<file path="src/utf8dcm_pkg.sv">
package utf8dcm_pkg;

    localparam int unsigned CP_W  = 21;
    localparam int unsigned OUT_W = 16;

    // Thai combining marks
    localparam logic [CP_W-1:0] THAI_MAI_HAN_AKAT = 21'h000E31;
    localparam logic [CP_W-1:0] THAI_VOWEL_LO     = 21'h000E34;
    localparam logic [CP_W-1:0] THAI_VOWEL_HI     = 21'h000E3A;
    localparam logic [CP_W-1:0] THAI_TONE_LO      = 21'h000E47;
    localparam logic [CP_W-1:0] THAI_TONE_HI      = 21'h000E4E;

    typedef struct packed {
        logic [OUT_W-1:0] next_offset;
        logic [OUT_W-1:0] start_offset;
        logic [CP_W-1:0]  code_point;
        logic             cluster_start;
    } t_result;

    function automatic logic is_cluster_start(input logic [CP_W-1:0] cp);
        logic mark;
        mark = (cp == THAI_MAI_HAN_AKAT) ||
               (cp >= THAI_VOWEL_LO && cp <= THAI_VOWEL_HI) ||
               (cp >= THAI_TONE_LO && cp <= THAI_TONE_HI);
        return !mark;
    endfunction

endpackage

</file>
<file path="src/utf8_decode_cluster_mark_unit.sv">
// UTF-8 decoder with Thai cluster marking. Takes one text byte per beat
// (tuser = start of text, which zeroes the offset and decoder state before
// that byte) and returns one beat per completed code point with its lead-byte
// offset, the offset after it, and a cluster-start flag that is low for Thai
// combining marks. Stray continuations and bytes 0xF8-0xFF produce no beat;
// a lead byte mid-sequence restarts decoding. Throughput is one byte per cycle
// while the output does not stall, set by the combinational decode step between
// the input and result registers; a result is registered from its last byte in
// the input register. Offsets wrap at OFFSET_WIDTH bits and are reported in 16 bits.
module utf8_decode_cluster_mark_unit #(
    parameter int unsigned OFFSET_WIDTH = 16
) (
    input  logic        i_clk,
    input  logic        i_rst_n,
    input  logic        i_s_axis_tvalid,
    output logic        o_s_axis_tready,
    input  logic [7:0]  i_s_axis_tdata,   // [7:0] data_byte
    input  logic        i_s_axis_tuser,   // [0] start_of_text
    output logic        o_m_axis_tvalid,
    input  logic        i_m_axis_tready,
    output logic [55:0] o_m_axis_tdata,   // [20:0] code_point, [36:21] start_offset,
                                          // [52:37] next_offset, [55:53] zero
    output logic        o_m_axis_tuser    // [0] cluster_start
);
    import utf8dcm_pkg::*;

    logic       r_in_valid;
    logic [7:0] r_in_byte;
    logic       r_in_sot;
    logic       r_out_valid;
    t_result    r_out;
    logic       adv;
    logic       emit;
    t_result    res;

    assign adv             = r_in_valid && (!r_out_valid || i_m_axis_tready);
    assign o_s_axis_tready = !r_in_valid || adv;

    always_ff @(posedge i_clk) begin
        if (!i_rst_n) begin
            r_in_valid <= 1'b0;
        end else if (o_s_axis_tready) begin
            r_in_valid <= i_s_axis_tvalid;
        end
    end

    always_ff @(posedge i_clk) begin
        if (i_s_axis_tvalid && o_s_axis_tready) begin
            r_in_byte <= i_s_axis_tdata;
            r_in_sot  <= i_s_axis_tuser;
        end
    end

    utf8dcm_decode #(
        .OFFSET_WIDTH(OFFSET_WIDTH)
    ) u_decode (
        .i_clk  (i_clk),
        .i_rst_n(i_rst_n),
        .i_adv  (adv),
        .i_byte (r_in_byte),
        .i_sot  (r_in_sot),
        .o_emit (emit),
        .o_res  (res)
    );

    always_ff @(posedge i_clk) begin
        if (!i_rst_n) begin
            r_out_valid <= 1'b0;
        end else if (adv) begin
            r_out_valid <= emit;
        end else if (i_m_axis_tready) begin
            r_out_valid <= 1'b0;
        end
    end

    always_ff @(posedge i_clk) begin
        if (adv && emit) begin
            r_out <= res;
        end
    end

    assign o_m_axis_tvalid = r_out_valid;
    assign o_m_axis_tdata  = {3'b000, r_out.next_offset, r_out.start_offset, r_out.code_point};
    assign o_m_axis_tuser  = r_out.cluster_start;

endmodule

</file>
<file path="src/utf8dcm_decode.sv">
module utf8dcm_decode #(
    parameter int unsigned OFFSET_WIDTH = 16
) (
    input  logic                i_clk,
    input  logic                i_rst_n,
    input  logic                i_adv,
    input  logic [7:0]          i_byte,
    input  logic                i_sot,
    output logic                o_emit,
    output utf8dcm_pkg::t_result o_res
);
    import utf8dcm_pkg::*;

    logic [1:0]              r_pend, n_pend;
    logic [CP_W-1:0]         r_acc, n_acc;
    logic [OFFSET_WIDTH-1:0] r_pos, r_seq, n_seq;

    logic [1:0]              eff_pend;
    logic [CP_W-1:0]         eff_acc;
    logic [OFFSET_WIDTH-1:0] eff_pos, eff_seq, nxt_pos;
    logic [CP_W-1:0]         cp;
    logic [OFFSET_WIDTH-1:0] start;
    logic [31:0]             start_ext, next_ext;
    logic [CP_W-1:0]         shifted;

    // start of text clears everything before this byte
    assign eff_pend = i_sot ? 2'd0 : r_pend;
    assign eff_acc  = i_sot ? '0 : r_acc;
    assign eff_pos  = i_sot ? '0 : r_pos;
    assign eff_seq  = i_sot ? '0 : r_seq;
    assign nxt_pos  = eff_pos + OFFSET_WIDTH'(1);
    assign shifted  = {eff_acc[CP_W-7:0], i_byte[5:0]};

    always_comb begin
        n_pend = eff_pend;
        n_acc  = eff_acc;
        n_seq  = eff_seq;
        o_emit = 1'b0;
        cp     = shifted;
        start  = eff_seq;
        if (!i_byte[7]) begin
            n_pend = 2'd0;
            n_acc  = '0;
            o_emit = 1'b1;
            cp     = CP_W'(i_byte);
            start  = eff_pos;
        end else if (!i_byte[6]) begin
            if (eff_pend != 2'd0) begin
                n_acc  = shifted;
                n_pend = eff_pend - 2'd1;
                o_emit = (eff_pend == 2'd1);
            end
        end else if (i_byte[7:5] == 3'b110) begin
            n_pend = 2'd1;
            n_acc  = CP_W'(i_byte[4:0]);
            n_seq  = eff_pos;
        end else if (i_byte[7:4] == 4'b1110) begin
            n_pend = 2'd2;
            n_acc  = CP_W'(i_byte[3:0]);
            n_seq  = eff_pos;
        end else if (i_byte[7:3] == 5'b11110) begin
            n_pend = 2'd3;
            n_acc  = CP_W'(i_byte[2:0]);
            n_seq  = eff_pos;
        end
        // 0xF8-0xFF: state held, only the offset moves
    end

    assign start_ext = 32'(start);
    assign next_ext  = 32'(nxt_pos);

    always_comb begin
        o_res.code_point    = cp;
        o_res.start_offset  = start_ext[OUT_W-1:0];
        o_res.next_offset   = next_ext[OUT_W-1:0];
        o_res.cluster_start = is_cluster_start(cp);
    end

    always_ff @(posedge i_clk) begin
        if (!i_rst_n) begin
            r_pend <= 2'd0;
            r_acc  <= '0;
            r_pos  <= '0;
            r_seq  <= '0;
        end else if (i_adv) begin
            r_pend <= n_pend;
            r_acc  <= n_acc;
            r_pos  <= nxt_pos;
            r_seq  <= n_seq;
        end
    end

endmodule

</file>
<file path="config.mk">
export PLATFORM = sky130hd
export DESIGN_NAME = utf8_decode_cluster_mark_unit
export DESIGN_NICKNAME = d
export VERILOG_FILES = /design/src/utf8dcm_pkg.sv /design/src/utf8_decode_cluster_mark_unit.sv /design/src/utf8dcm_decode.sv
export SDC_FILE = /design/constraint.sdc
export NUM_CORES = 1
export LEC_CHECK = 0
export BUFFER_PORTS_ARGS = -buffer_cell sky130_fd_sc_hd__buf_2
export CORE_UTILIZATION = 51
export CTS_CLUSTER_DIAMETER = 40
export DETAILED_ROUTE_END_ITERATION = 10
export PLACE_DENSITY_LB_ADDON = 0.15
export SYNTH_ARGS = -nofsm -noshare
export SYNTH_HDL_FRONTEND = slang
export SYNTH_SLANG_ARGS = --single-unit
</file>
<file path="constraint.sdc">
create_clock -name i_clk -period 4.3 [get_ports i_clk]
set_input_delay 0.215 -clock i_clk [delete_from_list [all_inputs] [get_ports i_clk]]
set_output_delay 0.215 -clock i_clk [all_outputs]
set_load 0.005 [all_outputs]
</file>
[Word-level counts from Yosys, hierarchy flattened]
Cells that the tools add are included.
Word-level totals
  register bits: 120
  bits of input ports: 13
  output and inout bits: 59
  logic and storage cells: 65
Operators by class
  add/subtract/negate cells: 2
  magnitude comparators: 4
  eq/ne operators: 5
  multiplexer cells: 28
  reductions and logical operators: 14
Operator list (number)
  two-way mux 21 bit: 8
  two-way mux 16 bit: 8
  >= comparator 21 x 12 -> 1 bit (second input constant): 2
  less-or-equal comparator 21 x 12 -> 1 bit (second input constant): 2
  equality test 21 x 12 -> 1 bit (second input constant): 1
  adder 16 x 1 -> 16 bit (second input constant): 1
  two-way mux 2 bit: 7
  equality test 5 bit (second input constant): 1
  logical AND 1 bit: 5
  two-way mux 1 bit: 5
  equality test 4 bit (second input constant): 1
  logical OR 1 bit: 4
  nonzero test 2 bit: 2
  equality test 3 bit (second input constant): 1
  zero test 1 bit: 3
  equality test 2 x 1 -> 1 bit (second input constant): 1
  subtractor 2 x 1 -> 2 bit (second input constant): 1

[Logic depth before layout (Yosys ltp)]
  depth after elaboration: 7
  gate-level depth with buffers: 11

[Hierarchy]
From an unflattened synthesis, not the netlist that was laid out.
Second synthesis, totals
  cell total of the unflattened synthesis: 418
  area total of the unflattened synthesis: 4824.6 um2
By module, submodules not included
  utf8dcm_decode: times used 1, cells an instance 338, area an instance 2793.9 um2, sequential area each 980.9 um2
  utf8_decode_cluster_mark_unit: times used 1, cells an instance 80, area an instance 2030.7 um2, sequential area each 1931.9 um2

[Least setup slack after synthesis]
Ideal clock, no wire load.
  kind: reg-to-reg
  from: reg r_in_sot
  to: reg r_out (netlist bit o_m_axis_tdata[0]) (enable)
  library setup time: 485 ps
  data arrival time: 3692 ps
  data required time: 3815 ps
  slack: 122 ps
  stages on the path, launching flop included: 6
  period minus slack after synthesis: 4178 ps
  path through: edfxtp_1 buf_4 clkbuf_1 nor2_1 nand3b_1 a21oi_1
On the way
  word-level cells in the longest chain between the ends: 6
  elaborated cells between the ends (all ways): 7
  those cells by class: eq/ne: 1; mux: 4; reduce/logical: 2
RTL lines
  start: declaration: RTL line utf8_decode_cluster_mark_unit.sv:29  | logic r_in_sot;
  start signal: assignment: RTL line utf8_decode_cluster_mark_unit.sv:50  | r_in_sot <= i_s_axis_tuser;
  two-way mux 2 bit (*): RTL line utf8dcm_decode.sv:27  | assign eff_pend = i_sot ? 2'd0 : r_pend;
  equality test 2 x 1 -> 1 bit / nonzero test 2 bit (equally long branches): RTL line utf8dcm_decode.sv:51, utf8dcm_decode.sv:48
  two-way mux 1 bit (*): RTL line utf8dcm_decode.sv:48  | if (eff_pend != 2'd0) begin
  two-way mux 1 bit (*): RTL line utf8dcm_decode.sv:47  | end else if (!i_byte[6]) begin
  two-way mux 1 bit (*): RTL line utf8dcm_decode.sv:41  | if (!i_byte[7]) begin
  logical AND 1 bit (*): RTL line utf8_decode_cluster_mark_unit.sv:77  | if (adv && emit) begin
  end signal: assignment: RTL line utf8_decode_cluster_mark_unit.sv:78  | r_out <= res;
  end: declaration: RTL line utf8_decode_cluster_mark_unit.sv:31  | t_result r_out;
Every way passes the cells marked *; elsewhere a longest branch is shown, timed or not.
A chain may end at the register's enable or synchronous reset.

[Final worst setup path]
  from: reg r_out_valid (netlist: o_m_axis_tvalid)
  to: reg u_decode.r_seq[2]
On the way
  word-level cells in the longest chain between the ends: 3
RTL lines
  start: declaration: RTL line utf8_decode_cluster_mark_unit.sv:30  | logic r_out_valid;
  start signal: assignment: RTL line utf8_decode_cluster_mark_unit.sv:70  | r_out_valid <= emit;
  zero test 1 bit: RTL line utf8_decode_cluster_mark_unit.sv:36  | assign adv = r_in_valid && (!r_out_valid || i_m_axis_tready);
  logical OR 1 bit: RTL line utf8_decode_cluster_mark_unit.sv:36
  logical AND 1 bit: RTL line utf8_decode_cluster_mark_unit.sv:36
  end signal: assignment: RTL line utf8dcm_decode.sv:89  | r_seq <= n_seq;
  end: declaration: RTL line utf8dcm_decode.sv:16  | logic [OFFSET_WIDTH-1:0] r_pos, r_seq, n_seq;
Every way passes these cells.

==> results.yml <==
synth:
  synth_adder_area_share_pct: 0.250
  yosys.area_share.simple_pct: 19.9
  ys_warn_count: 0
  synth_edf_count: 63
  yosys.area.top_type_share_pct: 37.9
  syn_avg_cell_area_um2: 11.1
  synth_area_um2: 5000
  async_flop_share_pct: 0
  synthXorXnorAreaFrac_pct: 2.10
  synth_compound_gate_area_share_pct: 12.2
  synth.area.mux_share_pct: 3.43
  ys_ff_latch: 114
  synth_cell_types: 64
  yosys.area.top_type: "edfxtp_1"
  ys_seq_area_share_pct: 58.3
  ys.flop_type: "edfxtp_1"
  synth_top_family_by_area: "simple AND/OR/NAND/NOR gates"
  synth_area_leaders: "edfxtp_1 (38%), dfxtp_1 (20%), nor2b_1 (4.6%)"
  syn_inst: 450
die:
  rows: 35
  die_x_um: 101
  placeableCoreArea_um2: 9370
  io_pins: 72
  start_util_pct: 53.3
  dieArea_um2: 10200
  die_height_um: 101
clock_tree:
  cts.sink_count: 114
  insertion_delay_ns: 0.51
  clock_path_buffers: 2
  tritoncts: "yes"
  cts-htree-levels: 4
  post_cts_buffers: 0
  cts_resized: 0
  clock-root-buffer: "clkbuf_8"
  clk_pin_slew_ns: 0.06
  cts_buffers: 17
sta:
  fmax_mhz: 401
  fin_skew_ns: 0.00641
  finalSetupTns_ns: 0
  worst_pin_slew_ns: 1.11
  fin_crit_ns: 2.50
  relSlewSlack_pct: 25.9
  setup_ws_ns: 1.80
  drv_slew: 0
  setup_viol: 0
  finalCritPeriodShare_pct: 58.0
  grt_setup_unrepaired: "no"
  finalHoldViolCount: 0
routing:
  antenna_left: 0
  vias: 3683
  routedWlPerCell_um: 15.2
  firstDrtPassIters: 5
  vias_per_cell: 5.55
  wl_um: 10100
  drtIter0Drc: 229
  drc: 0
setup_path:
  slowest_stage: "nor2_1"
  cp.required_ns: 4.74
  cp_slowest_stage_delay_ns: 0.85
  critical_path_class: "reg -> reg"
  cpLargestDelayFamily: "simple AND/OR/NAND/NOR gates"
  cp_cell_sequence: "nand2b_1, and2_2, or2b_2, nor2_1, a22oi_1, nor2b_1"
  reg2reg_depth: 6
  cp-start-kind: "flop"
  crit_buf_inv: 0
  cp-end-kind: "flop"
  r2r-end: "u_decode.r_seq[2]"
  cp_max_fo: 20
  reg2reg_from: "o_m_axis_tvalid"
  r2r_slack_ns: 1.80
  cp.arrival_ns: 2.94
  path_depth: 6
power:
  power_density_nw_per_um2: 445
  fin_total_pwr_mw: 2.71
  ir_drop_uv: 232
  leakage_nw: 2.17
grt:
  grt_pass1_vias: 3386
  grt_pass1_wl_um: 16600
  overflow: 0
  antenna_found_initial: 0
  gr-usage-all-layers_pct: 21.5
  grt_max_degree: 55
layout:
  layout_commonest_cell: "buf_2"
  area_growth_pct: 22.0
  final_area_um2: 6090
  final_cells: 664
  drive_gt1_share_pct: 22.2
  antennaDiodeCount: 0
  mostFrequentLayoutCells: "buf_2 (68), edfxtp_1 (63), dfxtp_1 (51), nor2_1 (41), nor2b_1 (37)"
  nNetsFinal: 536
run:
  drv_cap: 0
hold_path:
  worstHoldStart: "i_m_axis_tready"
  hold_path.class: "in -> reg"
  worstHoldEndpoint: "o_m_axis_tvalid"
  hold_depth: 3
run_status:
  outcome: "finished, final reports clean"
placed_design:
  dp_cells: 622
  place.port_buffers: 68
  place_area_um2: 5400
  dp_hpwl_um: 6160
  gp_congestion: 0.809
  pre_cts_slack_ns: 1.78
-- per-stage QoR --
stage,hold slack [ns],util [%]
finish,0.0647,65.0
global route,0.0543,65.0
CTS,0.0455,65.0
detailed placement,0.393,57.6
global placement,0.392,57.6
floorplan,0.314,-
-- metal layers --
| metal | vias up | track usage [%] | wire length, um |
|---|---|---|---|
| met5 | - | 0 | 0 |
| met4 | 0 | 9.03 | 90 |
| met3 | 9 | 5.89 | 611 |
| met2 | 149 | 31.7 | 4520 |
| met1 | 1752 | 29.7 | 4840 |
| li1 | 1773 | - | - |
-- tightest hold or removal path, stage by stage --
cell and delay, ns:
buf_2 0.08, nor2b_1 0.06, o21a_1 0.17
-- logic make-up after synthesis --
| group | after synthesis |
|---|---|
| and+or+nand+nor | 175 |
| buffers and inverters | 40 |
| DFF | 114 |
| other | 1 |
| xor gates and xnor gates | 12 |
| muxes | 17 |
| adders and majority gates | 1 |
| AOI/OAI and AO/OA | 90 |
-- sequential cells by signal, indices dropped and copies added (netlist names) --
signal and count:
o_m_axis_tdata 53, o_m_axis_tuser 1, o_m_axis_tvalid 1, r_in_byte 8
r_in_sot 1, r_in_valid 1, u_decode.r_acc 15, u_decode.r_pend 2
u_decode.r_pos 16, u_decode.r_seq 16
-- worst max path at each step --
| stage | start | end | slack (ns) |
|---|---|---|---|
| after detailed placement | i_m_axis_tready | u_decode.r_seq[1] | 1.78 |
| after global routing | o_m_axis_tvalid | u_decode.r_seq[7] | 1.53 |
| after floorplan | r_in_sot | o_m_axis_tdata[0] | 0.12 |
| after global placement | i_m_axis_tready | u_decode.r_seq[1] | 1.91 |
| final | o_m_axis_tvalid | u_decode.r_seq[2] | 1.80 |
| after CTS | o_m_axis_tvalid | u_decode.r_seq[2] | 1.80 |
-- power by group --
part / switching (mW) / total (mW) / internal (mW)
Sequential: 0.0212 / 1.19 / 1.17
Combinational: 0.0694 / 0.118 / 0.0490
Clock: 0.514 / 1.40 / 0.886
-- repair_timing --
action	CTS	global route
endpoints found under the hold margin	10	0
endpoints found under the setup margin	0	0
hold buffers	10	0
-- cell usage after synthesis (all sizes together), types with 2 or more instances --
master  number
nor2b       37
a22oi       28
o21ai       23
buf         17
a32oi        2
mux2i       16
or3          4
nand2       21
o22a         2
a21boi       8
dfxtp       51
inv          8
o22ai        2
a31oi        5
edfxtp      63
and3         3
a21oi        7
xor2         6
nand3b       4
nand4        4
and2        20
nor3b        4
nor4b        3
nor3         4
nand2b       6
nor2        41
xnor2        6
nand3       17
nor4         2
clkbuf      15
or2          2
-- area by class of cell --
type	count	area, um2
Fill cell	770	3280
Sequential cell	114	2910
Multi-Input combinational cell	298	1910
Timing Repair Buffer	83	478
Clock buffer	17	414
Clock inverter	15	184
Tap cell	129	161
Inverter	8	30.0
Note: power is estimated with default switching activity, not from simulation.
